### config.mk
export PLATFORM = sky130hd
export DESIGN_NAME = mwt_ctrl
export DESIGN_NICKNAME = d
export VERILOG_FILES = /design/src/hdl/mwt_pkg.sv /design/src/hdl/mwt_ctrl.sv
export SDC_FILE = /design/constraint.sdc
export NUM_CORES = 1
export LEC_CHECK = 0
export BUFFER_PORTS_ARGS = -buffer_cell sky130_fd_sc_hd__buf_2
export CORE_AREA = 5 5 42 44
export CTS_CLUSTER_DIAMETER = 100
export DETAILED_ROUTE_END_ITERATION = 6
export DIE_AREA = 0 0 47 49
export SKIP_LAST_GASP = 1
export SLEW_MARGIN = 30
export SYNTH_ARGS = -nofsm -noshare
export SYNTH_HDL_FRONTEND = slang
export SYNTH_SLANG_ARGS = --single-unit
### constraint.sdc
create_clock -name i_clk -period 3.7 [get_ports i_clk]
set_input_delay 0.555 -clock i_clk [delete_from_list [all_inputs] [get_ports i_clk]]
set_output_delay 0.555 -clock i_clk [all_outputs]
set_load 0.005 [all_outputs]
### src/hdl/mwt_pkg.sv
`default_nettype none

package mwt_pkg;

    localparam int LOG_MAX_POINTS_DEF = 10;

    // field widths
    localparam int REQ_W      = 2;
    localparam int INDEX_W    = 10;
    localparam int VAL_W      = 30;
    localparam int CFG_IDX_W  = 2;
    localparam int CFG_DATA_W = 4;
    localparam int KIND_W     = 2;
    localparam int SIZE_W     = 4;

    localparam logic [VAL_W-1:0] MOD_P = 30'd1000000007;

    // request codes
    localparam logic [REQ_W-1:0] REQ_WRITE = 2'd0;
    localparam logic [REQ_W-1:0] REQ_RUN   = 2'd1;
    localparam logic [REQ_W-1:0] REQ_READ  = 2'd2;

    // transform kinds
    localparam logic [KIND_W-1:0] KIND_OR  = 2'd0;
    localparam logic [KIND_W-1:0] KIND_AND = 2'd1;
    localparam logic [KIND_W-1:0] KIND_XOR = 2'd2;

    // register indexes
    localparam logic [CFG_IDX_W-1:0] CFG_KIND    = 2'd0;
    localparam logic [CFG_IDX_W-1:0] CFG_INVERSE = 2'd1;
    localparam logic [CFG_IDX_W-1:0] CFG_SIZE    = 2'd2;

    typedef enum logic [2:0] {
        ST_IDLE,
        ST_READ,
        ST_BF_RD,
        ST_BF_CALC,
        ST_BF_WLO,
        ST_BF_WHI,
        ST_DONE
    } t_state;

    typedef struct packed {
        logic wr_in;     // store the input item's value
        logic rd_in;     // read at the input item's index
        logic clr_cnt;   // start of a run
        logic calc;      // latch sum and differences
        logic wr_lo;
        logic wr_hi;
        logic next_bfly;
        logic out_read;  // load read result
        logic out_done;  // load run completion
    } t_cmd;

    typedef struct packed {
        logic [KIND_W-1:0] kind;
        logic              size_zero;
        logic              last_bfly;
        logic              last_stage;
        logic              out_hold;
    } t_stat;

endpackage

`default_nettype wire

### src/hdl/mwt_ctrl.sv
`default_nettype none

module mwt_ctrl (
    input  wire logic                        i_clk,
    input  wire logic                        i_rst_n,
    input  wire logic                        i_valid,
    input  wire logic [mwt_pkg::REQ_W-1:0]   i_req_type,
    output logic                             o_ready,
    input  wire mwt_pkg::t_stat              i_stat,
    output mwt_pkg::t_cmd                    o_cmd
);

    import mwt_pkg::*;

    t_state r_state;
    t_state n_state;
    logic   accept;
    logic   last_all;
    logic   kind_ok;

    assign o_ready  = (r_state == ST_IDLE) && !i_stat.out_hold;
    assign accept   = i_valid && o_ready;
    assign last_all = i_stat.last_bfly && i_stat.last_stage;
    assign kind_ok  = (i_stat.kind == KIND_OR) || (i_stat.kind == KIND_AND)
                   || (i_stat.kind == KIND_XOR);

    always_ff @(posedge i_clk) begin
        if (!i_rst_n) begin
            r_state <= ST_IDLE;
        end else begin
            r_state <= n_state;
        end
    end

    always_comb begin
        n_state = r_state;
        unique case (r_state)
            ST_IDLE: begin
                if (accept) begin
                    unique case (i_req_type)
                        REQ_READ: n_state = ST_READ;
                        REQ_RUN: begin
                            // unused kind or single point: nothing to do
                            if (kind_ok && !i_stat.size_zero) begin
                                n_state = ST_BF_RD;
                            end else begin
                                n_state = ST_DONE;
                            end
                        end
                        default: n_state = ST_IDLE;
                    endcase
                end
            end
            ST_READ:    n_state = ST_IDLE;
            ST_BF_RD:   n_state = ST_BF_CALC;
            ST_BF_CALC: begin
                if (i_stat.kind == KIND_OR) begin
                    n_state = ST_BF_WHI;
                end else begin
                    n_state = ST_BF_WLO;
                end
            end
            ST_BF_WLO: begin
                if (i_stat.kind == KIND_XOR) begin
                    n_state = ST_BF_WHI;
                end else begin
                    n_state = last_all ? ST_DONE : ST_BF_RD;
                end
            end
            ST_BF_WHI:  n_state = last_all ? ST_DONE : ST_BF_RD;
            ST_DONE:    n_state = ST_IDLE;
            default:    n_state = ST_IDLE;
        endcase
    end

    always_comb begin
        o_cmd = '0;
        unique case (r_state)
            ST_IDLE: begin
                if (accept) begin
                    unique case (i_req_type)
                        REQ_WRITE: o_cmd.wr_in   = 1'b1;
                        REQ_READ:  o_cmd.rd_in   = 1'b1;
                        REQ_RUN:   o_cmd.clr_cnt = 1'b1;
                        default:   o_cmd         = '0;
                    endcase
                end
            end
            ST_READ:    o_cmd.out_read = 1'b1;
            ST_BF_RD:   o_cmd = '0;
            ST_BF_CALC: o_cmd.calc = 1'b1;
            ST_BF_WLO: begin
                o_cmd.wr_lo     = 1'b1;
                o_cmd.next_bfly = (i_stat.kind != KIND_XOR);
            end
            ST_BF_WHI: begin
                o_cmd.wr_hi     = 1'b1;
                o_cmd.next_bfly = 1'b1;
            end
            ST_DONE:    o_cmd.out_done = 1'b1;
            default:    o_cmd = '0;
        endcase
    end

endmodule

`default_nettype wire

=== Yosys cells after proc, flatten, opt, wreduce, memory -nomap -nowiden ===
Index checks and enable logic that the tools add are counted.
W data, S select, Z words.

* Reductions and logical operators: 11
* Mux-type cells: 18
* Equality and inequality tests: 12

{| class="wikitable"
|+ Operator list
! operator !! count
|-
| $mux W3 || 5
|-
| $pmux W3 S5 || 1
|-
| $pmux W1 S2 || 5
|-
| $eq A3 B3 Y1 const B || 3
|-
| $mux W9 || 1
|-
| $eq A3 B2 Y1 const B || 2
|-
| $pmux W3 S2 || 1
|-
| $eq A2 B1 Y1 const B || 2
|-
| $eq A2 B2 Y1 const B || 2
|-
| $logic_and A1 B1 Y1 || 4
|-
| $logic_not A2 Y1 || 2
|-
| $mux W1 || 4
|-
| $ne A2 B2 Y1 const B || 2
|-
| $eq A3 B1 Y1 const B || 1
|-
| $logic_not A3 Y1 || 1
|-
| $pmux W1 S3 || 1
|-
| $logic_not A1 Y1 || 2
|-
| $logic_or A1 B1 Y1 || 2
|}

* Logic and storage cells: 42
* Output and inout bits: 10
* Bits of input ports: 11
* Bits in registers: 3

=== Longest topological paths before layout ===
Gate-level depths: netlist of run 1.

* Depth after elaboration: 8
* Mapped depth: 6
* Gate-level depth less buffers: 6

=== Worst setup path before layout of run 1 ===
OpenSTA, ideal clock, no wires.

* Path kind: register to output
* Start point: register r_state[2]
* End point: output o_cmd[6] (netlist bit)
* Setup slack: 2.034 ns
* Cell stages (with the launch flop): 5
* Path buffers: 1
* Required time: 3.145 ns
* Arrival time: 1.111 ns
* Path through: dfxtp_1 buf_2 or3_4 nor2b_1 and2_1

{| class="wikitable"
|+ RTL lines
! item !! line !! RTL
|-
| from (decl) || mwt_ctrl.sv:15 || <nowiki>t_state r_state;</nowiki>
|-
| from (signal assigned) || mwt_ctrl.sv:31 || <nowiki>r_state <= n_state;</nowiki>
|-
| to (decl) || mwt_ctrl.sv:10 || <nowiki>output mwt_pkg::t_cmd o_cmd</nowiki>
|}

==> results of run 1 <==
layout make-up:
class / count / area (sq um) / area share
clock buffers: 4 / 26.3 / 0.0538
inverters: 3 / 11.3 / 0.0231
multi-input cells: 38 / 270 / 0.554
flip-flops and latches: 3 / 60.1 / 0.123
well taps: 16 / 20.0 / 0.0410
repair buffers: 20 / 100 / 0.205
metrics by stage:
step           utilization  setup WS [ns]
2_1_floorplan            -           2.03
3_3_place_gp         0.329           1.88
3_5_place_dp         0.329           1.87
4_1_cts              0.348           1.67
5_1_grt              0.348           1.57
6_report             0.348           1.69
where the power goes:
group | internal [W] | switching, W
Clock | 0.0000403 | 0.0000154
Sequential | 0.0000335 | 0.00000203
Combinational | 0.0000144 | 0.0000119
cells in the final DEF, fill, tap and decap left out:
| master | count |
|---|---|
| nor3b_1 | 1 |
| o21ai_2 | 1 |
| clkbuf_1 | 1 |
| a211o_1 | 1 |
| inv_1 | 3 |
| nor2b_1 | 4 |
| clkbuf_4 | 3 |
| nand2_1 | 3 |
| o32ai_1 | 1 |
| dfxtp_1 | 3 |
| nor2_1 | 7 |
| ha_1 | 4 |
| a21oi_1 | 1 |
| and4b_1 | 1 |
| or3_4 | 1 |
| o32a_1 | 1 |
| o21ai_0 | 1 |
| and3b_1 | 1 |
| and2_1 | 4 |
| buf_2 | 20 |
| a2bb2oi_1 | 1 |
| nand2b_1 | 1 |
| nor3b_2 | 1 |
| a31oi_1 | 1 |
| a21o_1 | 2 |
critical path, stage by stage (launching register included):
cell and delay [ns]:
dfxtp_1 0.37, or3_4 0.45, nor2b_1 0.17, and2_1 0.14
buf_2 0.10
final timing paths:
check | start | end | slack [ns]
setup / recovery | r_state[1] | o_cmd[6] | 1.69
hold / removal | i_rst_n | r_state[2] | 0.64
setup reg to reg | r_state[1] | r_state[2] | 2.36
hold reg to reg | r_state[2] | r_state[0] | 0.67
per-layer routing:
layer | vias to the layer above | share of wire
met2 | 15 | 0.48
met4 | 0 | 0
li1 | 202 | -
met3 | 0 | 0.11
met5 | - | 0
met1 | 180 | 0.41
logic make-up after synthesis:
group                      after synthesis
buffers and inverters                    6
adders and majority gates                4
and+or+nand+nor                         24
DFF                                      3
AOI/OAI and AO/OA                       10
==> results.md, run 1 <==
* Outcome: completed
* Die X-Extent at ~47 um
* Site row count at 14
* Final instance area at slightly below 500 sq um
* Worst r2r path cells at 4
* Worst Clk Skew at 0.00278 ns
* DRC at 0
* Vias in the first global route at between 300 and 400
* Post-synthesis sequential area ratio at 0.166
* Initial antenna violation count at 0
* TritonCTS clock tree: yes
* Grt total ovfl at 0
* Synth Net Count at just over 60
* Post-Synth Simple-Gate Area at 0.397
* Clk sink count at 3
* Worst EP required at about 3.1 ns
* Max Clk Rate at approximately 0.5 GHz
* Setup TNS at 0 ns
* Commonest cells post-synth: nor2_1 (7), and2_1 (4), ha_1 (4), nor2b_1 (4)
* Gr busiest metal: met2
* Post-synth cell types at 24
* Placer Congestion at between 0.6 and 0.7
* Synth Warn # at 0
* Leak at roughly 0.27 nW
* Power Density at roughly 240 nW/um^2
* 1st-iter DRT viols at 6
* Non-filler cells, final at 84
* Count leader, synth: nor2_1
* Post-synth top area share at 0.166
* Maximum vdd drop at between 0.1 and 0.15 mV
* Largest register FFs at 3
* Main synth FF type: dfxtp_1
* Clk buf depth at 2
* Min Tclk post-route at 2.01 ns
* CTS resizes at 0
* Rel. slew slack at 0.806
* Per-cell routed wire length at slightly below 10 um
* Die area at about 2300 sq um
* Area fraction in compound gates after synthesis at 0.210
* Adder-Cell Fraction of Synth Area at 0.138
* Hold buffer count at CTS at 0
* Post-synth ARST share at 0
* Syn-to-layout area delta at 34.5%
* Startpoint types: register
* First-pass GRT wire length at roughly 1300 um
* Synth area leader: dfxtp_1
* Hold depth at 3
* Number of flops mapped to enable cells by yosys at 0
* Die Ht at 49 um
* Routed Antenna Nets at 0
* GR Util All Layers at 0.0787
* Via density at about 4.7
* Slew @ Worst Pin at about 0.29 ns
* Mean Syn Cell Area at about 7.7 sq um
* Largest fanout on the critical path at 9
* PortBufs at 20
* Worst Path Arrival at approximately 1.5 ns
* Cells after DPL at 80
* CP Capture Type: primary output
* Vias post-DR at 397
* Top cells by area, synth: dfxtp_1 (17%), ha_1 (14%), nor2_1 (7.2%), and2_1 (6.9%), nor2b_1 (6.9%)
* M2 GR Usage at 0.127
* Post-detail-place hpwl at ~700 um
* M3 GR Usage at 0.0221
* Clock Latency Late Sink at between 0.2 and 0.25 ns
* GR Util met1 at 0.0830
* Hold violation count in the final report at 0
* Worst-path clk slew at ~0.040 ns
* CTS Buf Count at 3
* Max-cap violations at 0
* Mapped Cells at 47
* Post-layout nets at between 80 and 90
* Reg with most FFs: r_state
* Antenna Cells at 0
* # setup viols final at 0
* Pwr Total at roughly 0.00012 W
* Layout cells sized above 1 at 0.382
* Final WL at roughly 800 um
* Minimum hold slack at 0.635 ns
* Slew Limit Fails at 0
* Critical path type: register to primary output
* DRT Pass-1 Iters at 4
* Hold WC Path Type: primary input to register
* Clk root buf: clkbuf_4
* Xor and xnor area share after synthesis at 0
* Fillers at ~150
* CTS H-tree depth at 1
* Initial core utilization at 0.259
* Core box area at between 1000 and 1500 sq um
* Mux share of post-synthesis cell area at 0
* Largest net degree at the start of global routing at 11
* Area after DPL at 462 sq um
* RSZ-0062 raised after global routing: false
* # IOs at 21
* Synth Register Bits at 3
* Period utilisation layout at 0.543
* Synthesized area at around 360 sq um
* Largest family of logic cells by synthesized area: simple AND/OR/NAND/NOR gates
* Largest regs: r_state: 3 flops
* Post-CTS setup buffer count at 0
Note: power is estimated with default switching activity, not from simulation.
==> run 2, diff against run 1 <==
- clock period: 3.7 -> 2.02 ns (I/O delays scaled with it)
==> run 2 against run 1 <==
Compared with the run above: setup slack worse by 1.5 ns; combinational power up 81%; largest power group unchanged; sequential share of layout area unchanged.
==> results.md, run 2 (same netlist as run 1, synthesis figures left out) <==
* Max-cap violations at 0 (unchanged)
* Post-layout nets at 84 (unchanged)
* Leak at 0.271 nW (unchanged)
* Worst r2r path cells at 4 (unchanged)
* Hold violation count in the final report at 0 (unchanged)
* Worst-path clk slew at 0.04 ns (about the same)
* Largest regs: r_state: 3 flops
* CTS resizes at 0 (unchanged)
* Non-filler cells, final at 84 (unchanged)
* Vias post-DR at 377 (-5.0%)
* Core box area at 1400 sq um (unchanged)
* Worst Min Path Start: i_rst_n
* CP max stage delay at 0.45 ns (about the same)
* Hold WC Path Type: primary input to register
* Worst Path Arrival at 1.49 ns (+0.04 ns)
* Clk root buf: clkbuf_4
* Largest net degree at the start of global routing at 11 (unchanged)
* Rel. slew slack at 0.792 (-0.0142)
* Reg with most FFs: r_state
* Power Density at 443 nW/um^2 (+84%)
* Routed Antenna Nets at 0 (unchanged)
* RR Endpoint: r_state[2]
* Site row count at 14 (unchanged)
* TritonCTS clock tree: yes
* Critical path type: register to primary output
* Antenna Cells at 0 (unchanged)
* Min Tclk post-route at roughly 1.8 ns
* Die X-Extent at 47 um (unchanged)
* Die area at 2300 sq um (unchanged)
* Slew @ Worst Pin at 0.312 ns (+0.0212 ns)
* Initial core utilization at 0.259 (unchanged)
* DRT Pass-1 Iters at 3 (-1)
* # IOs at 21 (unchanged)
* Most common cell after layout, fill and taps aside: buf_2
* Clk sink count at 3 (unchanged)
* Worst Hold Path EP: r_state[2]
* Period utilisation layout at 0.886
* Maximum vdd drop at 0.370 mV (+190%)
* Reg2reg start: r_state[1]
* Worst Clk Skew at 0.00292 ns (+0.000137 ns)
* First-pass GRT wire length at 1430 um (+6.2%)
* Flop2flop setup slack at 0.67 ns (-1.69 ns)
* Hold depth at 3 (unchanged)
* GR Util All Layers at 0.0830 (+0.00427)
* Via density at 4.49 (-5.0%)
* Slew Limit Fails at 0 (unchanged)
* PortBufs at 20 (unchanged)
* Placer Congestion at 0.693 (+3.0%)
* Largest register FFs at 3 (unchanged)
* Cells after DPL at 80 (unchanged)
* Clock Latency Late Sink at 0.23 ns (about the same)
* Max Clk Rate at 0.559 GHz
* Initial antenna violation count at 0 (unchanged)
* Hold buffer count at CTS at 0 (unchanged)
* RSZ-0062 raised after global routing: false
* Outcome: completed
* Final WL at 854 um (+5.2%)
* Die Ht at 49 um (unchanged)
* Syn-to-layout area delta at 34.5% (unchanged)
* Worst EP required at 1.72 ns (-1.42 ns)
* CP Capture Type: primary output
* Clk buf depth at 2 (unchanged)
* # setup viols final at 0 (unchanged)
* Cell-by-cell trace of the critical path: or3_4 > nor2b_1 > and2_1 > buf_2
* CTS H-tree depth at 1 (unchanged)
* Post-detail-place hpwl at 707 um (+2.9%)
* Fillers at 165 (+7.8%)
* Post-CTS setup buffer count at 0 (unchanged)
* CTS Buf Count at 3 (unchanged)
* Grt total ovfl at 0 (unchanged)
* Layout cells sized above 1 at 0.382 (unchanged)
* Commonest cells after routing, fill and taps aside: buf_2 (20), nor2_1 (7), nor2b_1 (4), and2_1 (4), ha_1 (4)
* Per-cell routed wire length at 10.2 um (+5.2%)
* 1st-iter DRT viols at 9 (+3)
* Startpoint types: register
* Setup TNS at 0 ns (unchanged)
* DRC at 0 (unchanged)
* CP max-delay cell: or3_4
* Largest fanout on the critical path at 9 (unchanged)
* Minimum hold slack at 0.379 ns (-0.256 ns)
* Vias in the first global route at 372 (-0.53%)
==> run 2: worst max-delay path: cells and delay by family (launching register included) <==
kind | cells | cell delay, ns
and+or+nand+nor | 3 | 0.79
buffers and inverters | 1 | 0.10
DFF | 1 | 0.37
==> run 2: through the flow <==
step,cell area (sq um),util,setup WS (ns),power (W)
finish,488,0.348,0.230,0.000216
global route,488,0.348,0.125,0.000244
CTS,488,0.348,0.203,0.000224
detailed placement,462,0.329,0.464,0.000114
global placement,462,0.329,0.518,0.000114
floorplan,363,-,0.606,0.0000958
==> run 2: worst max path at each step <==
stage / start / end / slack, ns / cells past startpoint
after global routing: r_state[1] / o_cmd[7] / 0.12 / 4
after CTS: r_state[1] / o_cmd[6] / 0.20 / 4
after global placement: r_state[1] / o_cmd[6] / 0.52 / 4
after detailed placement: r_state[1] / o_cmd[6] / 0.46 / 4
after floorplan: r_state[2] / o_cmd[6] / 0.61 / 4
final: r_state[1] / o_cmd[6] / 0.23 / 4
==> run 2: cell type report <==
cell class | instances | area, sq um | area share
Tap cell | 16 | 20.0 | 0.0410
Sequential cell | 3 | 60.1 | 0.123
Clock buffer | 4 | 26.3 | 0.0538
Inverter | 3 | 11.3 | 0.0231
Timing Repair Buffer | 20 | 100 | 0.205
Multi-Input combinational cell | 38 | 270 | 0.554
==> run 2: metal layers <==
| layer | up-vias | GRT usage | wire length (um) |
|---|---|---|---|
| li1 | 202 | - | - |
| met1 | 162 | 0.103 | 361 |
| met2 | 13 | 0.127 | 412 |
| met3 | 0 | 0.0332 | 80 |
| met4 | 0 | 0.0276 | 0 |
| met5 | - | 0 | 0 |
==> run 2: power by group <==
group          switching, W  total (W)  internal (W)
Combinational     0.0000214  0.0000475     0.0000261
Sequential       0.00000385  0.0000652     0.0000613
Clock             0.0000297   0.000104     0.0000739
==> run 3, diff against run 2 <==
- ABC_AREA: not set -> 1
==> run 3 against run 2 <==
Compared with the run above: utilization increased by 2.6 points; clock skew decreased by 0.0019 ns; sequential cell count unchanged; global-route usage increased by 0.71 points; total power increased by 5.4%; hold slack got worse by 0.030 ns; final cell count increased by 23%; synthesized cell count increased by 34%; synthesized area increased by 4.1%; via count increased by 18%.
==> results.md, run 3 <==
* Outcome: completed
* Layout cells sized above 1 at 0.402 (+0.0199)
* Fillers at 183 (+11%)
* 1st-iter DRT viols at 8 (-1)
* Worst Path Arrival at 1.23 ns (-0.26 ns)
* Synth Net Count at 78 (+26%)
* Commonest cells post-synth: inv_1 (13), nor2_1 (12), nand2_1 (10)
* Largest regs: r_state: 3 flops
* GR Util All Layers at 0.0901 (+0.00710)
* Number of flops mapped to enable cells by yosys at 0 (unchanged)
* Post-CTS setup buffer count at 0 (unchanged)
* # IOs at 21 (unchanged)
* Hold WC Path Type: primary input to register
* Clock Latency Late Sink at 0.24 ns (about the same)
* Core box area at 1400 sq um (unchanged)
* Startpoint types: register
* Worst EP required at 1.72 ns (about the same)
* CP max-delay cell: dfxtp_1
* Post-layout nets at 103 (+23%)
* Antenna Cells at 0 (unchanged)
* Post-synth top area share at 0.159 (-0.00658)
* # setup viols final at 0 (unchanged)
* Post-synthesis sequential area ratio at 0.159 (-0.00658)
* Post-synth cell types at 15 (-38%)
* Main synth FF type: dfxtp_1
* Max-cap violations at 0 (unchanged)
* Synth Warn # at 0 (unchanged)
* RSZ-0062 raised after global routing: false
* Max Clk Rate at 0.654 GHz (+17%)
* Count leader, synth: inv_1
* Period utilisation layout at 0.757 (-0.129)
* Setup TNS at 0 ns (unchanged)
* Buf+Inv Stages, Crit Path at 1 (unchanged)
* Post-synth ARST share at 0 (unchanged)
* Worst Clk Skew at 0.000999 ns (-0.00192 ns)
* DRT Pass-1 Iters at 4 (+1)
* DRC at 0 (unchanged)
* Hold violation count in the final report at 0 (unchanged)
* Power Density at 435 nW/um^2 (-1.9%)
* Mapped Cells at 63 (+34%)
* First-pass GRT wire length at 1440 um (+0.49%)
* Maximum vdd drop at 0.160 mV (-57%)
* Die X-Extent at 47 um (unchanged)
* CTS resizes at 0 (unchanged)
* Per-cell routed wire length at 8.87 um (-13%)
* Clk sink count at 3 (unchanged)
* Reg with most FFs: r_state
* Worst-path clk slew at 0.04 ns (about the same)
* Hold buffer count at CTS at 0 (unchanged)
* Vias post-DR at 446 (+18%)
* Leak at 0.336 nW (+24%)
* CTS H-tree depth at 1 (unchanged)
* Synthesized area at 378 sq um (+4.1%)
* Clk buf depth at 2 (unchanged)
* Mean Syn Cell Area at 6.00 sq um (-22%)
* Vias in the first global route at 411 (+10%)
* Die Ht at 49 um (unchanged)
* Initial antenna violation count at 0 (unchanged)
* Top cells by area, synth: dfxtp_1 (16%), ha_1 (13%), inv_1 (13%), nor2_1 (12%), nand2_1 (9.9%)
* Final WL at 914 um (+7.0%)
* Commonest cells after routing, fill and taps aside: buf_2 (20), inv_1 (13), nor2_1 (12)
* Most common cell after layout, fill and taps aside: buf_2
* Largest fanout on the critical path at 5 (-4)
* Rel. slew slack at 0.834 (+0.0420)
* Critical path's top delay family: simple AND/OR/NAND/NOR gates
* Grt total ovfl at 0 (unchanged)
* Min Tclk post-route at 1.53 ns (-0.260 ns)
* CP Capture Type: primary output
* Routed Antenna Nets at 0 (unchanged)
* TritonCTS clock tree: yes
* Slew Limit Fails at 0 (unchanged)
* Critical path type: register to primary output
* Post-detail-place hpwl at 794 um (+12%)
* PortBufs at 20 (unchanged)
* Layout Utilization at 0.374 (+0.0259)
* Site row count at 14 (unchanged)
* CP max stage delay at 0.35 ns (-0.10 ns)
* Via density at 4.33 (-3.5%)
* CTS Buf Count at 3 (unchanged)
* Die area at 2300 sq um (unchanged)
* Placer Congestion at 0.751 (+8.4%)
* Initial core utilization at 0.270 (+0.0107)
* Syn-to-layout area delta at 38.7%
* Largest net degree at the start of global routing at 8 (-3)
* Synth Register Bits at 3 (unchanged)
* Cell-by-cell trace of the critical path: nor2_4 > nand2_2 > nor2_4 > nand2_2 > nor2_1 > buf_2
* Synth area leader: dfxtp_1
* Slew @ Worst Pin at 0.249 ns (-0.0629 ns)
* Clk root buf: clkbuf_4
* Largest register FFs at 3 (unchanged)
run 3: changes by cell type after synthesis, sizes merged, moves of 2 or more:
cell   change
nand2     +10
inv       +12
nor3b      -2
a21o       -2
nor2b      -4
and2       -3
nand3      +5
buf        -3
nor3       +2
nor2      +10
run 3: worst register-to-register path, cell delays in order (launching register included):
cell and delay (ns):
dfxtp_1 0.42, inv_2 0.09, ha_1 0.31, nand2_2 0.07, nand3_2 0.10, nor2_2 0.11
run 3: area by class of cell:
class	instances	area, sq um	share of cell area
Multi-Input combinational cell	45	262	0.499
Inverter	15	56.3	0.107
Clock buffer	4	26.3	0.0501
Timing Repair Buffer	20	100	0.191
Sequential cell	3	60.1	0.115
Tap cell	16	20.0	0.0382
run 3: kinds of logic after synthesis:
group | count (synthesis) | synth area share
simple gates | 38 | 0.513
flops | 3 | 0.159
fa+ha+maj | 4 | 0.132
compound gates | 3 | 0.0464
buf+inv | 15 | 0.149
run 3: power by group:
| part | leakage (nW) | switching (W) | total, W | internal (W) |
|---|---|---|---|---|
| Sequential | 0.0243 | 0.00000274 | 0.0000639 | 0.0000612 |
| Combinational | 0.297 | 0.0000310 | 0.0000553 | 0.0000243 |
| Clock | 0.0150 | 0.0000345 | 0.000109 | 0.0000742 |
run 3: path summary, 6_finish.rpt:
path	slack (ns)	endpoint	depth (start not counted)	from
min reg2reg	0.74	r_state[1]	4	r_state[2]
max	0.49	o_cmd[7]	6	r_state[1]
min	0.35	r_state[2]	3	i_rst_n
max reg2reg	0.87	r_state[2]	5	r_state[1]
run 3: through the flow:
stage          cell area, sq um  total power, W  hold slack, ns  cells  setup WS (ns)
5_1_grt                     524        0.000240           0.355    103          0.387
4_1_cts                     524        0.000233           0.342    103          0.471
3_5_place_dp                498        0.000121           0.593     99          0.737
2_1_floorplan               378       0.0000985           0.460     63          0.866
3_3_place_gp                498        0.000121           0.584     99          0.751
6_report                    524        0.000228           0.349    103          0.490
run 3: metal layers:
layer / wire, um / track usage / share of wire
met4: 51 / 0.111 / 0.056
met5: 0 / 0 / 0
met1: 345 / 0.0855 / 0.38
met3: 85 / 0.0148 / 0.093
met2: 431 / 0.138 / 0.47
